===== src/rtl/tbpa_ram.sv =====
// Generic single-port write, single-port registered-read RAM.
module tbpa_ram #(
  parameter int Width = 32,
  parameter int Depth = 64,
  localparam int AddrW = (Depth > 1) ? $clog2(Depth) : 1
) (
  input  logic             clk,
  input  logic             we,
  input  logic [AddrW-1:0] waddr,
  input  logic [Width-1:0] wdata,
  input  logic [AddrW-1:0] raddr,
  output logic [Width-1:0] rdata
);
  logic [Width-1:0] mem [Depth];
  always_ff @(posedge clk) begin
    if (we) begin
      mem[waddr] <= wdata;
    end
    rdata <= mem[raddr];
  end
endmodule


===== config.mk =====
export PLATFORM = sky130hd
export DESIGN_NAME = tbpa_ram
export DESIGN_NICKNAME = d
export VERILOG_FILES = /design/src/rtl/tbpa_ram.sv
export SDC_FILE = /design/constraint.sdc
export NUM_CORES = 2
export LEC_CHECK = 0
export ABC_CLOCK_PERIOD_IN_PS = 4600
export BUFFER_PORTS_ARGS = -buffer_cell sky130_fd_sc_hd__buf_2
export CAP_MARGIN = 20
export CORE_MARGIN = 3
export CORE_UTILIZATION = 40
export CTS_CLUSTER_SIZE = 30
export DETAILED_ROUTE_END_ITERATION = 7
export HOLD_SLACK_MARGIN = 0.12
export PLACE_DENSITY = 0.65
export SETUP_SLACK_MARGIN = 0.5
export SYNTH_ARGS = -nofsm -noshare
export SYNTH_HDL_FRONTEND = slang
export SYNTH_SLANG_ARGS = --single-unit

===== constraint.sdc =====
create_clock -name clk -period 4.6 [get_ports clk]
set_input_delay 0.69 -clock clk [delete_from_list [all_inputs] [get_ports clk]]
set_output_delay 0.69 -clock clk [all_outputs]
set_load 0.05 [all_outputs]

After elaboration in Yosys (flattened, before gate mapping)
Memory sizes are Yosys's and may differ from the RTL's. A register that Yosys moved wholly into a read port is not among the register bits.
Index checks and enable logic that the tools add are counted.
W data, S select, Z words.

storage, ports and cells
  logic and storage cells = 3
  memories = 1
  bits in registers = 0
  memory bits (writable) = 2048
  input bits = 46

operators by class
  multiplexer cells = 2

memory list
  name  depth  bits a word  rd ports  clocked after Yosys merged registers in  wr ports  line  text
  mem   64     32           1         1                                        1         14    logic [Width-1:0] mem [Depth];

operators by type and width
  cell     count
  $mux W1  2

Longest topological paths before layout
  depth in word-level cells = 2
  depth in mapped cells = 10
  depth with buffers taken out = 5

Worst setup path after synthesis
Ideal clock, no wire load.

  kind = input-to-reg
  start point = in waddr[3]
  end point = mem mem[48][0], enable pin
  data arrival time = 3389 ps
  stages = 4
  buffers on the path = 1
  library setup time = 461 ps
  path slack = 750 ps
  path through = clkbuf_1 > nor2b_1 > nand4b_1 > nor3_1

RTL lines
  what             line  text
  start, declared  9     input logic [AddrW-1:0] waddr,
  end, declared    14

Straight into the memory's write port.

==> impl_metrics.yaml <==
layout:
  syn_to_final_growth_pct: 14.9
  layout_common_cells: "edfxtp_1 (2048), mux4_2 (544), buf_4 (206)"
  final_common_cell: "edfxtp_1"
  fin_nets: 3690
  final_layout_size_suffix_gt1_share_pct: 31.3
job:
  cap_violations: 0
setup_path:
  rr_startpoint: "mem[14][30]"
  cp_slowest_cell: "o22ai_1"
  worstRegToRegCells: 4
  startpoint: "raddr[1]"
  reg2reg_to: "rdata[30]"
  reg2reg_slack_ns: 2.19
  worstPathArrival_ns: 3.90
  critPathTopFamily: "buffers and inverters"
  endpoint: "rdata[30]"
  cp.depth: 8
  worstSetupPathType: "input pin to flip-flop"
  crit_fanout: 54
  path_buf_inv: 4
  cp-end-kind: "flip-flop"
  cpPeakStageDelay_ns: 0.63
  path_cells: "buf_8 > buf_12 > buf_4 > buf_12 > mux4_2 > mux4_2 > o22ai_1 > nor2_1"
  worst_setup_path_start_kind: "input pin"
  critPathRequiredTime_ns: 5.25
route:
  drt-wirelength-per-cell_um: 31.3
  first_pass_iters: 7
  drtIter0Drc: 4300
  vias_per_cell: 5.78
  final_antenna_net_count: 0
  drc: 0
  dr_total_vias: 37093
  finalWirelength_um: 201000
floorplanning:
  io_pins: 78
  die_x_um: 449
  dieArea_um2: 202000
  core-area_um2: 194000
  rows: 161
  start_util_pct: 40.5
  die_h_um: 449
logic_synthesis:
  ys_ff_latch: 2080
  synthArstFlopShare_pct: 0
  avgSynthCellArea_um2: 23.6
  synth_flop_cell: "edfxtp_1"
  synth_compound_area_share_pct: 1.67
  synth_xor_area_share_pct: 0
  synth_fa_ha_area_share_pct: 0
  synth_area_um2: 78500
  yosys_warnings: 0
  synth_edf_count: 2048
  synth-simple-area-share_pct: 1.27
  ys_types: 34
  synth_top_family_by_area: "multiplexers"
  ys_seq_area_share_pct: 79.1
  netlist_instances: 3324
  synth_nets: 3370
  synth_mux_area_share_pct: 16.8
grt:
  grt_use_total_pct: 19.8
  grt_pass1_vias: 37445
  antenna_found_initial: 17
  grt_pass1_wl_um: 284000
  grt_max_degree: 65
  grt_overflow: 0
power:
  power_switching_w: 0.00837
  p_clk_share_pct: 41.0
  max-vdd-ir-drop_mv: 0.375
  power.internal_w: 0.0311
  netSwitchingFraction_pct: 21.2
  pwr-share-seq_pct: 53.5
  power_leakage_nw: 28.0
  comb_power_share_pct: 5.5
  p_per_area_nw_per_um2: 437
clock_tree:
  post_cts.repair.setup_buffers: 0
  h-tree-depth: 4
  root_buffer: "clkbuf_16"
  cts_max_path_buffers: 3
  cts-resized-gates: 0
  cts_tree: "done"
  clk_latency_ns: 0.81
  postCtsHoldBufs: 0
  cts_made_buffers: 197
  clock-sinks: 2080
  clk_pin_slew_worst_paths_ns: 0.06
timing:
  min_period_ns: 3.25
  worstMarginPinSlew_ns: 0.955
  max_freq_mhz: 308
  period_share_pct: 70.6
  fin_tns_setup_ns: 0
  fin_skew_ns: 0.0247
  drv_slew: 0
  rsz0062_at_grt: "false"
  setup_violations: 0
  max_slew_margin_pct: 36.2
  whs_ns: 0.277
  hold_viol_final: 0
  worst_slack_ns: 1.35
hold_path:
  hold_path_class: "input pin to flip-flop"
status:
  outcome: "completed"
place:
  gp_congestion: 0.799
  post-place-ws_ns: 0.547
  hpwl_um: 117000
  io_buffers: 77
==> cell usage after synthesis, types with 5 or more instances <==
library cell     n  area, µm²
o22ai_1         84        526
edfxtp_1      2048      61500
a22oi_1         12       90.1
buf_1           21       78.8
buf_4           25        188
a21oi_1         62        310
nand2_1         26       97.6
buf_2           57        285
nor2_1         137        514
nor2b_1         15       93.8
o221ai_1        27        236
nand3b_1         5       37.5
mux2i_1         93        931
nand2b_1         8       50.1
clkbuf_1        74        278
dfxtp_1         32        641
buf_6            5       56.3
nor3_1           7       35.0
nand3_1          5       25.0
mux4_2         544      12300
a311oi_1         8       70.1
==> worst min path at each step <==
stage / from / to / slack (ns) / depth (start not counted)
floorplan: mem[12][17] / rdata[17] / 0.66 / 4
CTS: wdata[11] / mem[35][11] / 0.21 / 1
finish: wdata[11] / mem[35][11] / 0.28 / 1
global placement: mem[58][17] / rdata[17] / 0.90 / 5
global route: wdata[11] / mem[39][11] / 0.23 / 1
detailed placement: mem[31][28] / rdata[28] / 0.87 / 5
==> through the flow <==
stage / area, µm² / std cells / power (W) / utilization (%)
2_1_floorplan: 78500 / 3324 / 0.0226 / -
3_3_place_gp: 83700 / 6053 / 0.0237 / 43.2
3_5_place_dp: 83700 / 6053 / 0.0237 / 43.2
4_1_cts: 90200 / 6417 / 0.0397 / 46.5
5_1_grt: 90200 / 6418 / 0.0406 / 46.5
6_report: 90200 / 6421 / 0.0394 / 46.5
==> final cells by class <==
cell class / count / area, µm²
timing repair buffer: 303 / 2370
multi-input combinational: 1062 / 16000
tap: 2608 / 3260
clock buffer: 271 / 5430
sequential: 2080 / 62100
clock inverter: 93 / 1000
antenna: 4 / 10.0
fill: 15704 / 104000
==> cell families (layout without fill, tap and decap cells) <==
family,count (synthesis),in the layout
buffers and inverters,182,667
multiplexers,637,637
AND/OR/NAND/NOR,223,223
other,0,4
AO/OA/AOI/OAI,202,202
flip-flops,2080,2080
==> flip-flops by register name, indices dropped and copies added (netlist names) <==
name / flops
mem: 2048
rdata: 32
==> routing by layer <==
metal / GRT usage, % / share of wire (%)
met3: 5.15 / 9.8
met1: 26.5 / 38
met5: 0 / 0.020
met4: 6.85 / 3.5
met2: 31.8 / 49
==> power groups by stage <==
stage	registers (W)	logic, W	clock network (W)
2_1_floorplan	0.0216	0.00102	0
3_3_place_gp	0.0215	0.00219	0
3_5_place_dp	0.0215	0.00221	0
4_1_cts	0.0211	0.00221	0.0164
5_1_grt	0.0211	0.00230	0.0172
6_report	0.0211	0.00219	0.0162
Power figures use the tool's default switching activity.
