File: config.mk
export PLATFORM = sky130hd
export DESIGN_NAME = tbpa_scale
export DESIGN_NICKNAME = d
export VERILOG_FILES = /design/src/rtl/tbpa_pkg.sv /design/src/rtl/tbpa_scale.sv
export SDC_FILE = /design/constraint.sdc
export NUM_CORES = 2
export LEC_CHECK = 0
export ABC_AREA = 1
export ABC_CLOCK_PERIOD_IN_PS = 12200
export BUFFER_PORTS_ARGS = -buffer_cell sky130_fd_sc_hd__clkbuf_2
export CORE_MARGIN = 2
export CORE_UTILIZATION = 50
export DETAILED_ROUTE_END_ITERATION = 8
export PLACE_DENSITY_LB_ADDON = 0.2
export SYNTH_ARGS = -nofsm -noshare
export SYNTH_HDL_FRONTEND = slang
export SYNTH_SLANG_ARGS = --single-unit
File: constraint.sdc
create_clock -name clk -period 12.2 [get_ports clk]
set_clock_uncertainty 0.1 [all_clocks]
set_input_delay 1.83 -clock clk [delete_from_list [all_inputs] [get_ports clk]]
set_output_delay 1.83 -clock clk [all_outputs]
set_load 0.02 [all_outputs]
File: src/rtl/tbpa_pkg.sv
// Shared opcodes and constants of the tolerance bin peak accumulator.
package tbpa_pkg;
  localparam int MaxBinsDefault = 64;
  localparam int OpW = 3;
  localparam int SumW = 48;
  localparam logic [OpW-1:0] OP_CLEAR = 3'd0;
  localparam logic [OpW-1:0] OP_LOAD  = 3'd1;
  localparam logic [OpW-1:0] OP_START = 3'd2;
  localparam logic [OpW-1:0] OP_PEAK  = 3'd3;
  localparam logic [OpW-1:0] OP_END   = 3'd4;
  localparam logic [SumW-1:0] SUM_MAX = {SumW{1'b1}};
  // Input tdata: opcode, bin_center, bin_half_width, scale_weight, row_tag,
  // peak_mz, peak_intensity, padded to 176 bits.
  localparam int InW = 176;
  // Output tdata: bin_index, weighted_sum, result_row, padded to 72 bits.
  localparam int OutW = 72;
endpackage

File: src/rtl/tbpa_scale.sv
// Scaling of a sum by a Q16.16 weight with saturation: registered partial products, then a combinational sum.
module tbpa_scale import tbpa_pkg::*; (
  input  logic            clk,
  input  logic [SumW-1:0] sum,
  input  logic [31:0]     weight,
  output logic [SumW-1:0] scaled
);
  logic [63:0] part_hi;
  logic [63:0] part_lo;
  logic [64:0] total;
  always_ff @(posedge clk) begin
    part_hi <= sum * {48'd0, weight[31:16]};
    part_lo <= (sum * {48'd0, weight[15:0]}) >> 16;
  end
  assign total = {1'b0, part_hi} + {1'b0, part_lo};
  assign scaled = (part_hi > {16'd0, SUM_MAX} || total > {17'd0, SUM_MAX}) ? SUM_MAX
                : total[SumW-1:0];
endmodule

; ---- Yosys cells after proc, flatten, opt, wreduce, memory -nomap -nowiden
; Index checks and enable logic that the tools add are counted.
[totals]
reg_bits = 112
output_inout_bits = 48
[classes]
reduce_logical = 1
multipliers = 2
n_addsub = 1
mux = 1
magnitude_cmp = 2
[ops]
columns = cell, n
row1 = $mul 48x16->64, 2
row2 = $add 64x48->65, 1
row3 = $gt 65x48->1 const B, 1
row4 = $gt 64x48->1 const B, 1
row5 = $mux 48, 1
row6 = $logic_or 1x1->1, 1

; ---- Depth between registers and ports, before layout
[depth]
ltp_word = 4
mapped_depth = 28
ltp_nobuf = 27

; ---- Worst setup path after synthesis
; No wires, ideal clock.
[synth_timing]
path_kind = input -> register
startpoint = input port weight[17]
endpoint = register part_hi[52]
n_path_buf = 2
slack_ps = 4848
path_stages = 26
setup_ps = 72
arrival_time_ps = 7180
required_time_ps = 12028
path_cell_list = clkbuf_1 buf_1 nand2_1 fa_1 inv_1 fa_1 inv_1 fa_1 inv_1 fa_1 fa_1 inv_1 fa_1 inv_1 ha_1 nand2_1 nor2_1 inv_1 nor2_1 and3_1 nand4_1 nand3_1 a21o_1 nand2_1 nand2_1 xor2_1
[synth_via]
elab_chain_len = 1
[synth_rtl]
columns = element, line_no
row1 = "start, declared", tbpa_scale.sv:5  ; input logic [31:0] weight,
row2 = $mul 48x16->64, tbpa_scale.sv:12  ; part_hi <= sum * {48'd0, weight[31:16]};
row3 = "end signal, assigned", tbpa_scale.sv:12
row4 = "end, declared", tbpa_scale.sv:8  ; logic [63:0] part_hi;
; Every way passes these cells.

; ---- Final worst setup path
[layout_timing]
startpoint = input port sum[40]
endpoint = register part_lo[29]
[layout_via]
elab_chain_len = 1
[layout_rtl]
columns = element, line_no
row1 = "start, declared", tbpa_scale.sv:4  ; input logic [SumW-1:0] sum,
row2 = $mul 48x16->64, tbpa_scale.sv:13  ; part_lo <= (sum * {48'd0, weight[15:0]}) >> 16;
row3 = "end signal, assigned", tbpa_scale.sv:13
row4 = "end, declared", tbpa_scale.sv:9  ; logic [63:0] part_lo;
; Every way passes these cells.

==> metrics.yaml <==
critical_path:
  crit_type: "input pin to register"
  critPathCaptureType: "register"
  max_stage_delay_ns: 0.81
  cp.required_ns: 12.32
  critical_path.cell_chain: "clkbuf_2 > nand2_1 > fa_1 > inv_1 > fa_1 > inv_1 > fa_1 > inv_1 > fa_1 > fa_1 > inv_1 > fa_1 > inv_1 > ha_1 > nand2_1 > inv_1 > a21oi_1 > o21a_1 > a21boi_0 > nand3_1 > xor2_1"
  cp_max_fo: 32
  cp_slowest_cell: "clkbuf_2"
  start_kind: "input pin"
  cp.arrival_ns: 8.82
  startpoint: "sum[40]"
placement:
  dp_hpwl_mm: 143.0
  io_buffers: 128
  dp_cells: 9241
  gp_congestion: 0.9868
synth:
  async_reset_ff_share_pct: 0
  synth_edf_count: 0
  ys_seq_area_share_pct: 3.913
  yosysTopAreaCell: "fa_1"
  synth.top_cell.area_share_pct: 44.86
  yosys-top-cells-area: "fa_1, inv_1, nand2_1, ha_1, dfxtp_1"
  ys_ff_latch: 112
  avgSynthCellArea_um2: 7.296
  syn_area_um2: 57300
  synth_warnings: 0
  synthFlopType: "dfxtp_1"
  synthCells: 7853
  syn-num-nets: 9535
  netlist-cell-type-count: 45
detailed_routing:
  viasPerCell: 5.192
  vias: 48090
  dr.pass1.iters: 6
  drtAntennaViolNets: 0
  drt_iter0_markers: 3962
  wl_mm: 178.2
  drcViolationCount: 0
  wire_per_inst_um: 19.24
clock_network:
  cts.repair.resized: 0
  path_clk_slew_ns: 0.09
  cts_buffers: 9
  cts_setup_buffers: 0
  cts_hold_buf: 0
  clkSinkCount: 112
  cts_tree: "done"
  cts_max_level: 3
  cts_buffer_depth: 2
  root_buffer: "clkbuf_16"
sta:
  setup_viol: 0
  timing.fmax_mhz: 114.9
  setup-tns-final_ns: 0
  worst_pin_slew_ns: 1.105
  grt_setup_unrepaired: "no"
  hold_viol: 0
  fin_crit_sh_pct: 71.31
  period_needed_ns: 8.700
  final_max_slew_viol_count: 0
  slew_headroom_pct: 26.34
floorplan:
  rows: 124
  start_util_pct: 50.25
  die_y_um: 342.5
  core_um2: 114000
  die_x_um: 342.5
  dieArea_um2: 117300
  pin_count: 129
layout:
  area_growth_pct: 3.732
  num-nets-final: 9422
  drive_above_1_share_pct: 3.538
  layout.cells.non_filler: 9261
global_routing:
  grt_max_degree: 49
  grt_use_total_pct: 31.60
  grt_pass1_wl_mm: 287.0
  grt_pass1_vias: 50650
  grt_overflow_total: 0
  antenna_found_initial: 4
hold_path:
  min_path_type: "input pin to register"
  hp-start: "sum[0]"
status:
  status: "finished, final reports clean"
flow_run:
  drv_cap: 0
[worst max-delay path, delay by kind of cell]
kind / cells / cell delay (ns)
fa+ha+maj: 7 / 3.55
buf+inv: 7 / 1.14
compound gates: 3 / 0.81
simple gates: 3 / 0.74
xor+xnor: 1 / 0.73
[area by class of cell]
class,count,area [µm²]
Fill cell,11450,54600
Multi-Input combinational cell,5069,44980
Inverter,2353,8832
Sequential cell,112,2242
Tap cell,1512,1892
Timing Repair Buffer,195,1144
Clock buffer,9,225.2
Clock inverter,7,107.6
Antenna cell,4,10.01
[cells in the mapped netlist (5+ instances only)]
| cell | instances |
|---|---|
| nor2_1 | 322 |
| nor4_1 | 16 |
| o21ai_0 | 116 |
| inv_2 | 11 |
| and3_1 | 10 |
| nor2_2 | 19 |
| inv_1 | 2341 |
| a21o_1 | 21 |
| buf_1 | 47 |
| xnor2_1 | 68 |
| nand2_2 | 10 |
| ha_1 | 317 |
| dfxtp_1 | 112 |
| fa_1 | 1284 |
| a21boi_0 | 7 |
| buf_6 | 5 |
| o21bai_1 | 9 |
| a211oi_1 | 5 |
| nand2_1 | 2275 |
| a21oi_1 | 209 |
| nor3_4 | 5 |
| nand4_2 | 10 |
| xor2_1 | 87 |
| nand4_1 | 80 |
| o21a_1 | 20 |
| clkbuf_1 | 262 |
| a31oi_1 | 52 |
| nand3_1 | 80 |
| nor3_1 | 19 |
[cells in the final DEF, fill, tap and decap left out, drive strengths merged, types with 83 or more instances in the layout]
master and n:
fa 1284, o21ai 117, xor2 87, ha 317, nand3 83, nor2 343
nand4 90, dfxtp 112, clkbuf 133, inv 2355, a21oi 210, nand2 2285
[sequential cells by signal (all words and copies together) (netlist names)]
register / flops
part_hi: 64
part_lo: 48
[path summary, 6_finish.rpt]
check,end,slack (ns),depth (start not counted)
setup / recovery,part_lo[29],3.50,21
hold / removal,part_hi[0],1.90,4
[metrics by stage]
| stage | hold WS (ns) | setup slack, ns | instance area, µm² | util [%] |
|---|---|---|---|---|
| 2_1_floorplan | 2.045 | 4.848 | 57300 | - |
| 3_3_place_gp | 2.302 | 3.244 | 59090 | 51.82 |
| 3_5_place_dp | 2.296 | 3.276 | 59090 | 51.82 |
| 4_1_cts | 1.866 | 3.668 | 59430 | 52.11 |
| 5_1_grt | 1.891 | 3.356 | 59430 | 52.12 |
| 6_report | 1.895 | 3.500 | 59440 | 52.12 |
[layer usage]
metal / routed length [µm] / vias to the layer above / track usage (%) / part of all wire (%)
li1: - / 21960 / - / -
met4: 7019 / 0 / 10.65 / 3.9
met3: 13140 / 273 / 3.662 / 7.4
met5: 0 / - / 0 / 0
met1: 78360 / 23960 / 44.95 / 44
met2: 79670 / 1891 / 50.37 / 45
[cell families (layout without fill, tap and decap cells)]
group	Yosys count	after routing	synth area share (%)
flip-flops	112	112	3.913
adder cells (fa/ha/maj)	1601	1601	51.78
buffers and inverters	2672	2564	17.60
XOR/XNOR	155	155	2.369
other	0	4	0
AND/OR/NAND/NOR	2860	2860	19.92
AO/OA/AOI/OAI	453	453	4.418
Power is left out: the tool's default activity adds up to more than one toggle a clock period on the data nets, which glitch-free logic cannot reach.
